$ cat src/sv/tras_pkg.sv
// ----------------------------------------------------------------------------
// tras_pkg
// Shared types and constants for the threshold run alarm statistics unit.
// ----------------------------------------------------------------------------
package tras_pkg;

    localparam int COUNT_BITS = 16;
    localparam int TEMP_W     = 12;
    localparam int RUN_W      = 8;
    localparam int SUM_W      = COUNT_BITS + 12;
    localparam int PCT_W      = 14;
    localparam int DIV_W      = COUNT_BITS + PCT_W;
    localparam int QUO_W      = 14;
    localparam int STEP_W     = $clog2(QUO_W);
    localparam int CFG_IDX_W  = 1;
    localparam int CFG_DATA_W = 12;

    localparam logic signed [TEMP_W-1:0] TEMP_LOW  = -12'sd800;
    localparam logic signed [TEMP_W-1:0] TEMP_HIGH = 12'sd1600;
    localparam logic [RUN_W-1:0]         RUN_MAX   = '1;
    localparam logic [PCT_W-1:0]         PCT_SCALE = 14'd10000;

    localparam logic [CFG_IDX_W-1:0] REG_THRESHOLD = 1'b0;
    localparam logic [CFG_IDX_W-1:0] REG_RUN_LEN   = 1'b1;

    typedef enum logic [2:0] {
        ST_IDLE,
        ST_UPDATE,
        ST_MEAN_LOAD,
        ST_MEAN_DIV,
        ST_PCT_LOAD,
        ST_PCT_DIV,
        ST_FINISH
    } tras_state_t;

    typedef struct packed {
        logic update;
        logic div_load;
        logic div_sel_pct;
        logic div_step;
        logic mean_save;
        logic out_load;
    } tras_ctrl_t;

    typedef struct packed {
        logic                           sample_ok;
        logic                           above;
        logic [RUN_W-1:0]               run;
        logic                           alarm;
        logic [COUNT_BITS-1:0]          count;
        logic signed [SUM_W-1:0]        sum;
        logic signed [TEMP_W-1:0]       max_val;
        logic signed [TEMP_W-1:0]       min_val;
        logic [COUNT_BITS-1:0]          above_cnt;
    } tras_stats_t;

endpackage

$ cat src/sv/tras_div.sv
// ----------------------------------------------------------------------------
// tras_div
// Shared restoring divider, one quotient bit per step, QUO_W steps per divide.
// ----------------------------------------------------------------------------
module tras_div
    import tras_pkg::*;
(
    input  logic                  clk,
    input  logic                  load,
    input  logic                  step,
    input  logic [DIV_W-1:0]      dividend,
    input  logic [COUNT_BITS-1:0] divisor,
    output logic [QUO_W-1:0]      quotient
);

    logic [DIV_W-1:0] rem_reg, rem_next;
    logic [DIV_W-1:0] dsr_reg, dsr_next;
    logic [QUO_W-1:0] quo_reg, quo_next;
    logic [DIV_W:0]   diff;

    assign diff = {1'b0, rem_reg} - {1'b0, dsr_reg};

    always_comb
    begin
        rem_next = rem_reg;
        dsr_next = dsr_reg;
        quo_next = quo_reg;
        if (load)
        begin
            rem_next = dividend;
            dsr_next = DIV_W'(divisor) << (QUO_W - 1);
            quo_next = '0;
        end
        else if (step)
        begin
            if (!diff[DIV_W])
            begin
                rem_next = diff[DIV_W-1:0];
            end
            quo_next = {quo_reg[QUO_W-2:0], ~diff[DIV_W]};
            dsr_next = dsr_reg >> 1;
        end
    end

    always_ff @(posedge clk)
    begin
        rem_reg <= rem_next;
        dsr_reg <= dsr_next;
        quo_reg <= quo_next;
    end

    assign quotient = quo_reg;

endmodule

$ cat src/sv/tras_stats.sv
// ----------------------------------------------------------------------------
// tras_stats
// Configuration registers, sample capture and running statistics update.
// ----------------------------------------------------------------------------
module tras_stats
    import tras_pkg::*;
(
    input  logic                         clk,
    input  logic                         rst_n,
    input  logic                         sample_load,
    input  logic signed [TEMP_W-1:0]     temperature,
    input  logic                         update,
    input  logic                         cfg_we,
    input  logic [CFG_IDX_W-1:0]         cfg_index,
    input  logic [CFG_DATA_W-1:0]        cfg_data,
    output tras_stats_t                  stats
);

    logic signed [TEMP_W-1:0] threshold_reg;
    logic [RUN_W-1:0]         run_len_reg;
    logic signed [TEMP_W-1:0] sample_reg;

    logic                     ok_reg, ok_next;
    logic                     above_reg, above_next;
    logic [RUN_W-1:0]         run_reg, run_next;
    logic                     alarm_reg, alarm_next;
    logic [COUNT_BITS-1:0]    count_reg, count_next;
    logic signed [SUM_W-1:0]  sum_reg, sum_next;
    logic signed [TEMP_W-1:0] max_reg, max_next;
    logic signed [TEMP_W-1:0] min_reg, min_next;
    logic [COUNT_BITS-1:0]    acnt_reg, acnt_next;

    logic ok, above, empty;

    always_ff @(posedge clk or negedge rst_n)
    begin
        if (!rst_n)
        begin
            threshold_reg <= '0;
            run_len_reg   <= RUN_W'(3);
        end
        else if (cfg_we)
        begin
            case (cfg_index)
                REG_THRESHOLD: threshold_reg <= cfg_data;
                REG_RUN_LEN:   run_len_reg   <= cfg_data[RUN_W-1:0];
                default:       ;
            endcase
        end
    end

    always_ff @(posedge clk)
    begin
        if (sample_load)
        begin
            sample_reg <= temperature;
        end
    end

    assign ok    = !alarm_reg && (sample_reg >= TEMP_LOW) && (sample_reg <= TEMP_HIGH);
    assign above = ok && (sample_reg > threshold_reg);
    assign empty = (count_reg == '0);

    always_comb
    begin
        ok_next    = ok_reg;
        above_next = above_reg;
        run_next   = run_reg;
        alarm_next = alarm_reg;
        count_next = count_reg;
        sum_next   = sum_reg;
        max_next   = max_reg;
        min_next   = min_reg;
        acnt_next  = acnt_reg;
        if (update)
        begin
            ok_next    = ok;
            above_next = above;
            if (ok)
            begin
                if (empty || sample_reg > max_reg)
                begin
                    max_next = sample_reg;
                end
                if (empty || sample_reg < min_reg)
                begin
                    min_next = sample_reg;
                end
                if (count_reg != '1)
                begin
                    count_next = count_reg + 1'b1;
                    sum_next   = sum_reg + SUM_W'(sample_reg);
                    if (above)
                    begin
                        acnt_next = acnt_reg + 1'b1;
                    end
                end
                if (above)
                begin
                    run_next = (run_reg == RUN_MAX) ? run_reg : run_reg + 1'b1;
                end
                else
                begin
                    run_next = '0;
                end
                if (run_next >= run_len_reg)
                begin
                    alarm_next = 1'b1;
                end
            end
        end
    end

    always_ff @(posedge clk or negedge rst_n)
    begin
        if (!rst_n)
        begin
            ok_reg    <= 1'b0;
            above_reg <= 1'b0;
            run_reg   <= '0;
            alarm_reg <= 1'b0;
            count_reg <= '0;
            sum_reg   <= '0;
            max_reg   <= '0;
            min_reg   <= '0;
            acnt_reg  <= '0;
        end
        else
        begin
            ok_reg    <= ok_next;
            above_reg <= above_next;
            run_reg   <= run_next;
            alarm_reg <= alarm_next;
            count_reg <= count_next;
            sum_reg   <= sum_next;
            max_reg   <= max_next;
            min_reg   <= min_next;
            acnt_reg  <= acnt_next;
        end
    end

    assign stats.sample_ok = ok_reg;
    assign stats.above     = above_reg;
    assign stats.run       = run_reg;
    assign stats.alarm     = alarm_reg;
    assign stats.count     = count_reg;
    assign stats.sum       = sum_reg;
    assign stats.max_val   = max_reg;
    assign stats.min_val   = min_reg;
    assign stats.above_cnt = acnt_reg;

endmodule

$ cat src/sv/tras_ctrl.sv
// ----------------------------------------------------------------------------
// tras_ctrl
// Sequencer: statistics update, mean divide, percent divide, result load.
// ----------------------------------------------------------------------------
module tras_ctrl
    import tras_pkg::*;
(
    input  logic       clk,
    input  logic       rst_n,
    input  logic       in_valid,
    input  logic       out_busy,
    output logic       in_stall,
    output tras_ctrl_t ctrl
);

    tras_state_t      state_reg, state_next;
    logic [STEP_W-1:0] step_reg, step_next;
    logic              last_step;

    assign last_step = (step_reg == '0);

    always_comb
    begin
        state_next = state_reg;
        case (state_reg)
            ST_IDLE:      state_next = in_valid ? ST_UPDATE : ST_IDLE;
            ST_UPDATE:    state_next = ST_MEAN_LOAD;
            ST_MEAN_LOAD: state_next = ST_MEAN_DIV;
            ST_MEAN_DIV:  state_next = last_step ? ST_PCT_LOAD : ST_MEAN_DIV;
            ST_PCT_LOAD:  state_next = ST_PCT_DIV;
            ST_PCT_DIV:   state_next = last_step ? ST_FINISH : ST_PCT_DIV;
            ST_FINISH:    state_next = out_busy ? ST_FINISH : ST_IDLE;
            default:      state_next = ST_IDLE;
        endcase
    end

    always_comb
    begin
        ctrl      = '0;
        in_stall  = 1'b1;
        step_next = step_reg;
        case (state_reg)
            ST_IDLE:
            begin
                in_stall = 1'b0;
            end
            ST_UPDATE:
            begin
                ctrl.update = 1'b1;
            end
            ST_MEAN_LOAD:
            begin
                ctrl.div_load = 1'b1;
                step_next     = STEP_W'(QUO_W - 1);
            end
            ST_MEAN_DIV, ST_PCT_DIV:
            begin
                ctrl.div_step = 1'b1;
                step_next     = step_reg - 1'b1;
            end
            ST_PCT_LOAD:
            begin
                ctrl.div_load    = 1'b1;
                ctrl.div_sel_pct = 1'b1;
                ctrl.mean_save   = 1'b1;
                step_next        = STEP_W'(QUO_W - 1);
            end
            ST_FINISH:
            begin
                ctrl.out_load = !out_busy;
            end
            default:
            begin
                in_stall = 1'b1;
            end
        endcase
    end

    always_ff @(posedge clk or negedge rst_n)
    begin
        if (!rst_n)
        begin
            state_reg <= ST_IDLE;
            step_reg  <= '0;
        end
        else
        begin
            state_reg <= state_next;
            step_reg  <= step_next;
        end
    end

endmodule

$ cat src/sv/threshold_run_alarm_stats_unit.sv
// ----------------------------------------------------------------------------
// threshold_run_alarm_stats_unit
// Temperature sample statistics with a consecutive over-threshold alarm.
// ----------------------------------------------------------------------------
// Input channel (in_valid / in_stall) carries one signed 1/16 C sample per
// transfer. Each transfer yields exactly one result transfer on the output
// channel (out_valid / out_stall) with the running statistics, the mean and
// the percent above threshold.
// From its transfer until its result is valid, one sample passes through an
// update state, then two 14-step passes through the shared restoring divider
// (mean, then percent), each with a load state, and a finish state that loads the result.
// The next sample is taken only after the result is loaded, so a new sample
// is not accepted while the last one is in progress; a result waiting in the
// output register does not block the next sample until that sample's result is ready.
// Configuration (threshold, alarm_run_length) is written through cfg_valid /
// cfg_ready, always ready, by the user only while the block is idle (unenforced).
// Reset clears all statistics and the alarm, sets threshold to 0 and the run
// length to 3. A stalled result holds its payload until taken.
// ----------------------------------------------------------------------------
module threshold_run_alarm_stats_unit
    import tras_pkg::*;
(
    input  logic                         clk,
    input  logic                         rst_n,
    input  logic                         in_valid,
    output logic                         in_stall,
    input  logic signed [TEMP_W-1:0]     temperature,
    input  logic                         cfg_valid,
    output logic                         cfg_ready,
    input  logic [CFG_IDX_W-1:0]         cfg_index,
    input  logic [CFG_DATA_W-1:0]        cfg_data,
    output logic                         out_valid,
    input  logic                         out_stall,
    output logic                         sample_valid,
    output logic                         above_limit,
    output logic [RUN_W-1:0]             run_length,
    output logic                         alarm,
    output logic [COUNT_BITS-1:0]        reading_count,
    output logic signed [TEMP_W-1:0]     highest,
    output logic signed [TEMP_W-1:0]     lowest,
    output logic [COUNT_BITS-1:0]        above_count,
    output logic signed [TEMP_W-1:0]     mean_temp,
    output logic [PCT_W-1:0]             percent_above
);

    tras_ctrl_t  ctrl;
    tras_stats_t stats;
    logic        out_valid_reg;
    logic        out_busy;
    logic        sum_neg;
    logic        empty;

    logic [SUM_W-1:0]      sum_mag;
    logic [DIV_W-1:0]      pct_dividend;
    logic [DIV_W-1:0]      dividend;
    logic [QUO_W-1:0]      quotient;
    logic [QUO_W-1:0]      mean_mag_reg;
    logic [TEMP_W-1:0]     mean_abs;

    logic                     ok_out_reg;
    logic                     above_out_reg;
    logic [RUN_W-1:0]         run_out_reg;
    logic                     alarm_out_reg;
    logic [COUNT_BITS-1:0]    count_out_reg;
    logic signed [TEMP_W-1:0] max_out_reg;
    logic signed [TEMP_W-1:0] min_out_reg;
    logic [COUNT_BITS-1:0]    acnt_out_reg;
    logic signed [TEMP_W-1:0] mean_out_reg;
    logic [PCT_W-1:0]         pct_out_reg;

    assign cfg_ready = 1'b1;
    assign out_busy  = out_valid_reg && out_stall;

    tras_ctrl u_ctrl (
        .clk      (clk),
        .rst_n    (rst_n),
        .in_valid (in_valid),
        .out_busy (out_busy),
        .in_stall (in_stall),
        .ctrl     (ctrl)
    );

    tras_stats u_stats (
        .clk         (clk),
        .rst_n       (rst_n),
        .sample_load (in_valid && !in_stall),
        .temperature (temperature),
        .update      (ctrl.update),
        .cfg_we      (cfg_valid && cfg_ready),
        .cfg_index   (cfg_index),
        .cfg_data    (cfg_data),
        .stats       (stats)
    );

    assign sum_neg      = stats.sum[SUM_W-1];
    assign sum_mag      = sum_neg ? SUM_W'(-stats.sum) : SUM_W'(stats.sum);
    assign pct_dividend = DIV_W'(stats.above_cnt) * DIV_W'(PCT_SCALE);
    assign dividend     = ctrl.div_sel_pct ? pct_dividend : DIV_W'(sum_mag);
    assign empty        = (stats.count == '0);

    tras_div u_div (
        .clk      (clk),
        .load     (ctrl.div_load),
        .step     (ctrl.div_step),
        .dividend (dividend),
        .divisor  (stats.count),
        .quotient (quotient)
    );

    always_ff @(posedge clk)
    begin
        if (ctrl.mean_save)
        begin
            mean_mag_reg <= quotient;
        end
    end

    assign mean_abs = mean_mag_reg[TEMP_W-1:0];

    always_ff @(posedge clk or negedge rst_n)
    begin
        if (!rst_n)
        begin
            out_valid_reg <= 1'b0;
        end
        else if (ctrl.out_load)
        begin
            out_valid_reg <= 1'b1;
        end
        else if (!out_stall)
        begin
            out_valid_reg <= 1'b0;
        end
    end

    always_ff @(posedge clk)
    begin
        if (ctrl.out_load)
        begin
            ok_out_reg    <= stats.sample_ok;
            above_out_reg <= stats.above;
            run_out_reg   <= stats.run;
            alarm_out_reg <= stats.alarm;
            count_out_reg <= stats.count;
            acnt_out_reg  <= stats.above_cnt;
            max_out_reg   <= empty ? '0 : stats.max_val;
            min_out_reg   <= empty ? '0 : stats.min_val;
            mean_out_reg  <= empty ? '0 : (sum_neg ? -mean_abs : mean_abs);
            pct_out_reg   <= empty ? '0 : quotient[PCT_W-1:0];
        end
    end

    assign out_valid     = out_valid_reg;
    assign sample_valid  = ok_out_reg;
    assign above_limit   = above_out_reg;
    assign run_length    = run_out_reg;
    assign alarm         = alarm_out_reg;
    assign reading_count = count_out_reg;
    assign highest       = max_out_reg;
    assign lowest        = min_out_reg;
    assign above_count   = acnt_out_reg;
    assign mean_temp     = mean_out_reg;
    assign percent_above = pct_out_reg;

endmodule

$ cat config.mk
export PLATFORM = sky130hd
export DESIGN_NAME = threshold_run_alarm_stats_unit
export DESIGN_NICKNAME = d
export VERILOG_FILES = /design/src/sv/tras_pkg.sv /design/src/sv/tras_div.sv /design/src/sv/tras_stats.sv /design/src/sv/tras_ctrl.sv /design/src/sv/threshold_run_alarm_stats_unit.sv
export SDC_FILE = /design/constraint.sdc
export NUM_CORES = 1
export LEC_CHECK = 0
export ABC_AREA = 1
export BUFFER_PORTS_ARGS = -buffer_cell sky130_fd_sc_hd__clkbuf_2
export CAP_MARGIN = 10
export CORE_AREA = 2 2 294 296
export CTS_CLUSTER_DIAMETER = 150
export DETAILED_ROUTE_END_ITERATION = 12
export DIE_AREA = 0 0 296 298
export PLACE_DENSITY = 0.44
export SLEW_MARGIN = 40
export SYNTH_ARGS = -nofsm -noshare
export SYNTH_HDL_FRONTEND = slang
export SYNTH_SLANG_ARGS = --single-unit
$ cat constraint.sdc
create_clock -name clk -period 5.4 [get_ports clk]
set_input_delay 0.81 -clock clk [delete_from_list [all_inputs] [get_ports clk]]
set_output_delay 0.81 -clock clk [all_outputs]
set_load 0.05 [all_outputs]
==> results of run 1 <==
## power groups by stage
stage / registers (uW) / clock network, uW / logic, uW
after CTS: 3780 / 3060 / 6590
after global placement: 3830 / 0 / 6560
final: 3780 / 2960 / 6580
after floorplan: 3650 / 0 / 4810
after global routing: 3850 / 3140 / 7540
after detailed placement: 3830 / 0 / 6560
## worst max path at each step
stage	startpoint	to	slack (ns)
finish	u_stats.acnt_reg[4]	u_div.rem_reg[25]	0.63
global route	u_stats.acnt_reg[4]	u_div.rem_reg[21]	0.27
CTS	u_stats.acnt_reg[4]	u_div.rem_reg[28]	0.62
detailed placement	u_stats.acnt_reg[4]	u_div.rem_reg[28]	0.63
global placement	u_stats.acnt_reg[4]	u_div.rem_reg[28]	0.66
floorplan	u_stats.acnt_reg[4]	u_div.rem_reg[25]	1.16
## worst max-delay path, delay by kind of cell, from the launching register on
family / cells / cell delay (ns)
AO/OA/AOI/OAI: 1 / 0.31
adder cells (fa/ha/maj): 6 / 2.48
buffers and inverters: 6 / 0.43
flip-flops: 1 / 0.52
AND/OR/NAND/NOR: 9 / 0.76
## final cells by class
cell class / instances / area (sq um)
clock buffers: 48 / 1072
clock inverters: 24 / 364.1
fillers: 9218 / 60440
inverters: 416 / 1562
multi-input cells: 1843 / 10740
flip-flops and latches: 313 / 8516
well taps: 1144 / 1431
repair buffers: 140 / 749.5
## placed cells by master, fill, tap and decap left out, types with 4 or more instances in the layout
| cell | count |
|---|---|
| nand3_1 | 174 |
| buf_4 | 16 |
| clkinv_1 | 4 |
| nor4_1 | 6 |
| fa_1 | 37 |
| dfxtp_1 | 27 |
| nor2_4 | 5 |
| xor2_1 | 41 |
| clkbuf_2 | 123 |
| o31ai_1 | 4 |
| a21oi_1 | 143 |
| o21a_1 | 5 |
| nand3_2 | 12 |
| inv_2 | 4 |
| nand4_1 | 45 |
| clkbuf_16 | 41 |
| nor3_1 | 36 |
| xnor2_1 | 15 |
| clkbuf_1 | 5 |
| o211ai_1 | 11 |
| nand2_1 | 660 |
| ha_1 | 188 |
| o22ai_1 | 46 |
| edfxtp_1 | 163 |
| nand3b_1 | 11 |
| a21o_1 | 6 |
| o21bai_1 | 7 |
| clkinv_2 | 8 |
| dfrtp_1 | 121 |
| bufinv_16 | 9 |
| o21ai_0 | 147 |
| nor2_1 | 214 |
| inv_1 | 411 |
## Yosys cell counts, drive strengths merged (2+ instances only)
cell,instances
and3,2
edfxtp,163
o21bai,7
inv,415
o21ai,150
nand3b,11
or2,3
a21oi,144
and2,2
a21o,6
dfstp,2
nor4,6
buf,41
o22ai,46
nand3,186
dfxtp,27
ha,188
nor2,223
xnor2,15
nor3,37
nand2,666
dfrtp,121
clkbuf,17
o211ai,11
o31ai,4
xor2,41
o21a,5
nand4,45
fa,37
## cells by family after synthesis
| group | count (synthesis) |
|---|---|
| AO/OA/AOI/OAI | 378 |
| adder cells (fa/ha/maj) | 225 |
| flip-flops | 313 |
| buffers and inverters | 474 |
| other | 1 |
| AND/OR/NAND/NOR | 1183 |
| XOR/XNOR | 56 |
## metrics by stage
step,instance area [sq um],hold slack (ns),setup slack [ns],instances
finish,24440,0.2740,0.6334,3928
global placement,22990,0.4119,0.6589,3856
CTS,24430,0.3134,0.6197,3928
global route,24440,0.3211,0.2708,3928
floorplan,21090,0.4082,1.156,2630
detailed placement,23000,0.4132,0.6327,3856
## per-layer routing
layer / vias to the layer above / part of all wire (%)
met5: - / 0
met3: 68 / 3.9
met4: 0 / 1.7
met1: 8068 / 50
li1: 8900 / -
met2: 243 / 44
==> key figures, run 1 <==
Final layout
  – Layout cells sized above 1: 8.764%
  – ANT cells: 0
  – Area growth, synth to finish: 15.89%
  – Final core utilization: 28.79%
  – Final-stage net count: 3008
  – Max reg flops: 30

Yosys
  – Compound-Gate Fraction of Synth Area: 9.761%
  – Synth top area cells: edfxtp_1, dfrtp_1, nand2_1
  – Largest area contributor in the netlist: edfxtp_1
  – Largest family of logic cells by synthesized area: simple AND/OR/NAND/NOR gates
  – Synthesized net count: 2885
  – Mux contribution to synthesized area: 0%
  – Post-Synth Simple-Gate Area: 24.00%
  – Synth Area in XOR/XNOR: 2.326%
  – Syn avg cell area: 8.017 sq um
  – Flops & latches, synth: 313
  – Synth Cell Area: 21090 sq um
  – Share of the synthesized area in the top cell type: 23.21%
  – Adder-cell share of the synthesized area: 14.67%
  – Main flop type after synthesis: edfxtp_1
  – Unique masters post-synth: 52
  – YS warnings: 0
  – Asr flop ratio synth: 39.30%
  – Post-synth EDFFs: 163
  – Syn Inst Count: 2630
  – Register area share after synthesis: 40.39%

Global routing
  – Total GRT Usage: 13.93%
  – Most Crowded Layer GR: met2
  – Initial antenna violation count: 0
  – Total gr overflow: 0
  – Pin count of the biggest net entering global routing: 82
  – Vias in the first global route: 17330
  – Met3 global-route usage: 2.104%
  – Met2 usage in global routing: 21.99%
  – Grt met1 use: 19.90%
  – First-pass GRT wire length: 97.41 mm

Clock network
  – CTS buffer count: 39
  – Longest Clk Path Bufs: 3
  – Clock transition at path regs: 0.06 ns
  – Skew-Pair Late Insertion Delay: 0.57 ns
  – Hold buffer count at CTS: 0
  – Post_cts resized: 0
  – Clock sinks: 313
  – Post-CTS Setup Bufs: 0
  – H-tree depth: 2
  – CTS tree: done
  – CTS root buf: clkbuf_16

Floorplan
  – FP Rows: 107
  – Placeable Area: 84880 sq um
  – # IOs: 126
  – Die height: 298 um
  – Die area: 88210 sq um
  – Initial Util: 24.84%
  – Die X: 296 um

Routing
  – Antenna viol nets, final: 0
  – DR WL/cell: 15.57 um
  – DR vias: 17280
  – # DRC: 0
  – Vias/cell: 4.399
  – Drt initial violations: 980
  – DR pass1 iterations: 5
  – DRT Wirelength: 61.18 mm

Power and ir drop
  – Pwr dens: 545.3 nW/um^2
  – Pint: 7269 uW
  – Clock network power share: 22.2%
  – Combinational share of power: 49.4%
  – Maximum vdd drop: 0.0002624 V
  – Pwr Total: 13320 uW
  – Sw Pwr: 6055 uW
  – Leak: 0.01160 uW
  – Flop pwr share: 28.4%
  – Switching Share: 45.45%

STA
  – Final Hold Vio Count: 0
  – Post-route minimum period: 4.767 ns
  – Setup violators final: 0
  – Rel. slew slack: 46.41%
  – Clk_skew: 0.02300 ns
  – Worst slew pin tran: 0.8020 ns
  – Slew Limit Fails: 0
  – RSZ-0062 raised after global routing: false
  – Final Cycle Share: 88.27%
  – Max Fclk: 209.8 MHz
  – Final setup TNS: 0 ns

Critical path
  – Most common cell on crit path: inv_1
  – Crit path DAT: 5.08 ns
  – Slowest cell on crit path: fa_1
  – CP max stage delay: 0.56 ns
  – WS Path Type: flop to flop
  – Worst path required time: 5.72 ns
  – Crit-path cells: inv_1, fa_1, inv_1, ha_1, inv_1, fa_1, inv_1, ha_1, inv_1, fa_1, inv_1, ha_1, a21oi_1, nor2_1, nor2_1, nand2_1, nand2_1, nand3b_1, nand3_1, nand2_1, nand2_1, nand2_1
  – Crit Reg-Reg Endpoint: u_div.rem_reg[25]
  – Worst setup SP type: flop
  – CP Capture Type: flop
  – Reg-to-reg slack, setup: 0.63 ns
  – FF-to-FF Start: u_stats.acnt_reg[4]
  – FF-to-FF path depth: 22
  – Max FO, Critical Path: 7

Job
  – MaxCap Viol Count: 0

Place
  – IO Port Bufs: 124
  – Detail Placement HPWL: 46.95 mm
  – Gpl congestion: 0.8349

Min path
  – Worst min path class: primary input to asynchronous set/reset pin

Run status
  – Run status: complete, no violations
Power figures use the tool's default switching activity.
==> run 2: changes to the inputs <==
- CELL_PAD_IN_SITES_DETAIL_PLACEMENT: not set -> 1
- CELL_PAD_IN_SITES_GLOBAL_PLACEMENT: not set -> 2
- CTS_BUF_LIST: not set -> sky130_fd_sc_hd__clkbuf_2 sky130_fd_sc_hd__clkbuf_4 sky130_fd_sc_hd__clkbuf_8
- PLACE_DENSITY: 0.44 -> 0.63
==> run 2 against run 1 <==
  * Worst setup slack lost 0.14 ns
  * Non-clock buffer count grew 5
  * Hold slack lost 0.15 ns
  * Combinational power grew 3%
  * Critical path depth shrank 2
  * Design area grew 0.24%
  * Clock power shrank 7.8%
  * Sequential power is essentially flat
  * Largest cell class unchanged
==> key figures, run 2 (same netlist as run 1, synthesis figures left out) <==
Critical path
  – CP max stage delay: 0.56 ns (about the same)
  – Max FO, Critical Path: 7 (unchanged)
  – Slowest cell on crit path: fa_1
  – Crit path max-delay family: adder cells
  – Crit path DAT: 5.36 ns (+0.28 ns)
  – Worst setup SP type: flop
  – WS Path Type: flop to flop
  – Crit path buf inv count: 6 (unchanged)
  – Most common cell on crit path: inv_1
  – Crit-path cells: inv_1, fa_1, inv_1, ha_1, inv_1, fa_1, inv_1, ha_1, inv_1, fa_1, inv_1, ha_1, a21oi_1, nor2_1, nor2_1, nand2_1, o21ai_0, nand2_1, nand2_1, nand2_1
  – Worst path required time: 5.86 ns (+0.14 ns)
  – CP Capture Type: flop

Final layout
  – Layout cells sized above 1: 10.45% (+1.7 points)
  – Max reg flops: 30 (unchanged)
  – Fill cells: 10270 (+11%)
  – Multi-input combinational cell area: 10730 sq um (about the same)
  – Commonest non-fill, non-tap cell in the layout: nand2_1
  – Area growth, synth to finish: 16.17%
  – Reg area: 8517 sq um (about the same)
  – Final non-filler cell total: 3978 (+1.3%)
  – Final-stage net count: 3035 (+0.90%)
  – Most frequent cells in the layout: nand2_1, inv_1, nor2_1
  – Post-route cell area: 24490 sq um (+0.24%)

Global routing
  – Pin count of the biggest net entering global routing: 94 (+15%)
  – Vias in the first global route: 19420 (+12%)
  – Initial antenna violation count: 3 (+3)
  – Total gr overflow: 0 (unchanged)
  – First-pass GRT wire length: 109.2 mm (+12%)
  – Total GRT Usage: 15.67% (+1.7 points)

Place
  – IO Port Bufs: 124 (unchanged)
  – Detail Placement HPWL: 53.68 mm (+14%)
  – Placed cell area: 23080 sq um (+0.37%)
  – Gpl congestion: 0.8328 (-0.25%)
  – Cells after DPL: 3861 (+0.13%)

Clock network
  – H-tree depth: 2 (unchanged)
  – CTS tree: done
  – Clock sinks: 313 (unchanged)
  – Skew-Pair Late Insertion Delay: 0.71 ns (+0.14 ns)
  – Clock transition at path regs: 0.06 ns (about the same)
  – Longest Clk Path Bufs: 3 (unchanged)
  – Hold buffer count at CTS: 0 (unchanged)
  – Post-CTS Setup Bufs: 0 (unchanged)
  – CTS buffer count: 61 (+56%)
  – Post_cts resized: 0 (unchanged)
  – CTS root buf: clkbuf_8

Floorplan
  – FP Rows: 107 (unchanged)
  – Die area: 88210 sq um (unchanged)
  – Initial Util: 24.84% (unchanged)
  – Placeable Area: 84880 sq um (unchanged)
  – Die height: 298 um (unchanged)
  – Die X: 296 um (unchanged)
  – # IOs: 126 (unchanged)

Routing
  – Antenna viol nets, final: 0 (unchanged)
  – DRT Wirelength: 68.51 mm (+12%)
  – DR WL/cell: 17.22 um (+11%)
  – Drt initial violations: 814 (-17%)
  – # DRC: 0 (unchanged)
  – Vias/cell: 4.529 (+3.0%)
  – DR pass1 iterations: 4 (-1)
  – DR vias: 18020 (+4.3%)

Job
  – MaxCap Viol Count: 0 (unchanged)

STA
  – Worst slew pin tran: 0.7660 ns (-0.03598 ns)
  – Final Cycle Share: 90.83% (+2.6 points)
  – Slew Limit Fails: 0 (unchanged)
  – Post-route minimum period: 4.905 ns (+0.1380 ns)
  – Clk_skew: 0.03401 ns (+0.01101 ns)
  – Rel. slew slack: 48.81% (+2.4 points)
  – Max Fclk: 203.9 MHz (-2.8%)
  – Final setup TNS: 0 ns (unchanged)
  – Final Hold Vio Count: 0 (unchanged)
  – Setup violators final: 0 (unchanged)
  – RSZ-0062 raised after global routing: false

Min path
  – Worst min path class: primary input to asynchronous set/reset pin

Power and ir drop
  – Leak: 0.01168 uW (+0.69%)
  – Maximum vdd drop: 0.0002739 V (+4.4%)
  – Pwr Total: 13310 uW (about the same)
  – Pwr dens: 543.5 nW/um^2 (-0.33%)

Run status
  – Run status: complete, no violations
run 2: final timing paths:
kind	from	end	slack (ns)	cells after the start
max in group asynchronous	rst_n	u_stats.count_reg[15]	4.18	2
max reg2reg	u_stats.acnt_reg[4]	u_div.rem_reg[17]	0.50	20
min reg2reg	u_div.quotient[3]	mean_mag_reg[3]	0.42	0
max	u_stats.acnt_reg[4]	u_div.rem_reg[17]	0.50	20
min in group clk	temperature[11]	u_stats.sample_reg[11]	0.28	1
min	rst_n	u_stats.run_len_reg[5]	0.12	1
run 2: worst reg2reg max path, delay by kind of cell, from the launching register on:
kind,cells,cell delay (ns)
adders and majority gates,6,2.51
DFF,1,0.50
buffers and inverters,6,0.47
AOI/OAI and AO/OA,2,0.59
and+or+nand+nor,6,0.61
run 2: per-layer routing:
layer | vias to the layer above | part of all wire (%) | global-route usage (%)
met5 | - | 0.028 | 0
li1 | 8963 | - | -
met1 | 8756 | 48 | 21.05
met3 | 105 | 2.8 | 2.350
met4 | 4 | 2.6 | 4.497
met2 | 188 | 47 | 25.98
run 2: report_power, final:
group	internal [uW]	leakage, uW	switching [uW]
registers	3330	0.00329	483
clock network	1570	0.000750	1160
logic	2140	0.00765	4630
run 2: cell type report:
cell class | count | area share [%]
diodes | 1 | 0.01022
multi-input cells | 1843 | 43.81
inverters | 416 | 6.375
repair buffers | 145 | 3.433
well taps | 1144 | 5.844
flip-flops and latches | 313 | 34.77
clock buffers | 90 | 4.674
clock inverters | 26 | 1.083
run 2: per-stage QoR:
stage               hold slack (ns)  setup slack [ns]  util [%]
floorplan                    0.4082             1.156         -
global placement             0.4115            0.6074     27.11
detailed placement           0.4141            0.4428     27.19
CTS                         0.08294            0.4759     28.86
global route                 0.1300            0.1605     28.86
finish                       0.1232            0.4953     28.86
==> run 3: changes to the inputs <==
- HOLD_SLACK_MARGIN: not set -> 0.15
==> run 3 against run 2 <==
  * Register-to-register slack is essentially flat
  * Clock power is essentially flat
  * First-iteration DRC count grew 6.5%
  * Combinational power is essentially flat
  * Critical path depth is the same
  * Cell count is essentially flat
  * Core utilization is essentially flat
  * Via count is essentially flat
  * Routed wire length is essentially flat
  * Sequential power is essentially flat
  * Sequential share of layout area is essentially flat
  * Die area is the same
==> key figures, run 3 (same netlist as run 1, synthesis figures left out) <==
Clock network
  – H-tree depth: 2 (unchanged)
  – Clock transition at path regs: 0.06 ns (about the same)
  – Post_cts resized: 0 (unchanged)
  – Clock sinks: 313 (unchanged)
  – CTS root buf: clkbuf_8
  – Post-CTS Setup Bufs: 0 (unchanged)
  – CTS buffer count: 61 (unchanged)
  – Skew-Pair Late Insertion Delay: 0.71 ns (about the same)
  – Hold buffer count at CTS: 1 (+1)
  – Longest Clk Path Bufs: 3 (unchanged)
  – CTS tree: done

STA
  – Final Hold Vio Count: 0 (unchanged)
  – Clk_skew: 0.03275 ns (-0.001260 ns)
  – Final setup TNS: 0 ns (unchanged)
  – Setup violators final: 0 (unchanged)
  – Slew Limit Fails: 0 (unchanged)
  – Worst slew pin tran: 0.7668 ns (+0.0008590 ns)
  – Final Cycle Share: 91.04% (+0.21 points)
  – Rel. slew slack: 48.76% (-0.057 points)
  – RSZ-0062 raised after global routing: false
  – Max Fclk: 203.4 MHz (-0.23%)
  – Post-route minimum period: 4.916 ns (+0.01150 ns)

Floorplan
  – FP Rows: 107 (unchanged)
  – Die area: 88210 sq um (unchanged)
  – Die X: 296 um (unchanged)
  – Initial Util: 24.84% (unchanged)
  – Die height: 298 um (unchanged)
  – # IOs: 126 (unchanged)
  – Placeable Area: 84880 sq um (unchanged)

Routing
  – DR pass1 iterations: 4 (unchanged)
  – Drt initial violations: 867 (+6.5%)
  – DR WL/cell: 17.20 um (-0.11%)
  – Antenna viol nets, final: 0 (unchanged)
  – # DRC: 0 (unchanged)
  – DRT Wirelength: 68.46 mm (about the same)
  – Vias/cell: 4.527 (about the same)
  – DR vias: 18010 (-0.022%)

Final layout
  – Area growth, synth to finish: 16.22% (about the same)
  – Most frequent cells in the layout: nand2_1, inv_1, nor2_1
  – Fill cells: 10270 (-0.0097%)
  – Commonest non-fill, non-tap cell in the layout: nand2_1
  – Max reg flops: 30 (unchanged)
  – Final-stage net count: 3036 (+0.033%)
  – Final core utilization: 28.87% (about the same)
  – Layout cells sized above 1: 10.44% (about the same)

Run status
  – Run status: complete, no violations

Global routing
  – Total GRT Usage: 15.68% (about the same)
  – Pin count of the biggest net entering global routing: 94 (unchanged)
  – Initial antenna violation count: 3 (unchanged)
  – Vias in the first global route: 19420 (+0.0051%)
  – First-pass GRT wire length: 109.2 mm (about the same)
  – Total gr overflow: 0 (unchanged)

Place
  – Detail Placement HPWL: 53.68 mm (unchanged)
  – IO Port Bufs: 124 (unchanged)
  – Gpl congestion: 0.8328 (unchanged)

Power and ir drop
  – Clock network power share: 20.5% (about the same)
  – Sw Pwr: 6277 uW (about the same)
  – Leak: 0.01169 uW (about the same)
  – Pwr dens: 543.4 nW/um^2 (about the same)
  – Combinational share of power: 50.9% (about the same)
  – Pint: 7040 uW (about the same)
  – Switching Share: 47.14% (about the same)
  – Pwr Total: 13320 uW (about the same)
  – Flop pwr share: 28.6% (about the same)
  – Maximum vdd drop: 0.0002735 V (-0.15%)

Critical path
  – WS Path Type: flop to flop
  – Worst setup SP type: flop
  – CP Capture Type: flop
  – Crit path DAT: 5.37 ns (about the same)
  – Worst path required time: 5.86 ns (about the same)
  – Max FO, Critical Path: 7 (unchanged)

Min path
  – Worst min path class: primary input to flop

Job
  – MaxCap Viol Count: 0 (unchanged)
==> run 3: cell count changes in the layout (fill, tap and decap cells not counted), sizes merged <==
cell / delta
dlygate4sd3: +1
==> run 3: stage by stage <==
stage	instance area [sq um]	worst slack, ns	std cells	hold WS, ns
after floorplan	21090	1.156	2630	0.4082
after global placement	23010	0.6074	3858	0.4115
after detailed placement	23080	0.4428	3861	0.4141
after CTS	24500	0.4759	3978	0.2012
after global routing	24500	0.1605	3979	0.2295
final	24500	0.4838	3979	0.2812
==> run 3: path summary, 6_finish.rpt <==
path | startpoint | endpoint | cells past startpoint | slack [ns]
worst max-delay path | u_stats.acnt_reg[4] | u_div.rem_reg[17] | 20 | 0.48
worst min-delay path | temperature[11] | u_stats.sample_reg[11] | 1 | 0.28
worst max register to register | u_stats.acnt_reg[4] | u_div.rem_reg[17] | 20 | 0.48
worst min register to register | u_div.quotient[3] | mean_mag_reg[3] | 0 | 0.42
max in group asynchronous | rst_n | u_stats.count_reg[9] | 3 | 3.58
min in group asynchronous | rst_n | u_stats.run_len_reg[5] | 2 | 0.72
==> run 3: critical path: stages (launching register included) <==
cell and delay, ns:
dfrtp_1 0.50, inv_1 0.21, fa_1 0.56, inv_1 0.05
ha_1 0.28, inv_1 0.06, fa_1 0.55, inv_1 0.05
ha_1 0.27, inv_1 0.06, fa_1 0.50, inv_1 0.04
ha_1 0.35, a21oi_1 0.29, nor2_1 0.07, nor2_1 0.18
nand2_1 0.14, o21ai_0 0.31, nand2_1 0.10, nand2_1 0.07
nand2_1 0.05
==> run 3: cell type report <==
| cell class | count | area, sq um | area share, % |
|---|---|---|---|
| tap | 1144 | 1431 | 5.841 |
| sequential | 313 | 8517 | 34.76 |
| timing repair buffer | 146 | 850.8 | 3.472 |
| inverter | 416 | 1562 | 6.372 |
| clock buffer | 90 | 1145 | 4.672 |
| clock inverter | 26 | 265.3 | 1.082 |
| multi-input combinational | 1843 | 10730 | 43.79 |
| antenna | 1 | 2.502 | 0.01021 |
==> run 3: layer usage <==
layer / routed length (um) / part of all wire [%] / GRT usage, %
met1: 32800 / 48 / 21.05
met2: 31960 / 47 / 25.98
met3: 1929 / 2.8 / 2.350
met4: 1753 / 2.6 / 4.497
met5: 19 / 0.028 / 0
==> run 3: power groups by stage <==
stage                     Sequential (uW)  Combinational [uW]  Clock [uW]
after floorplan                      3650                4810           0
after global placement               3840                6650           0
after global routing                 3880                7800        2940
final                                3810                6780        2730
after detailed placement             3860                6850           0
after CTS                            3810                6890        2850
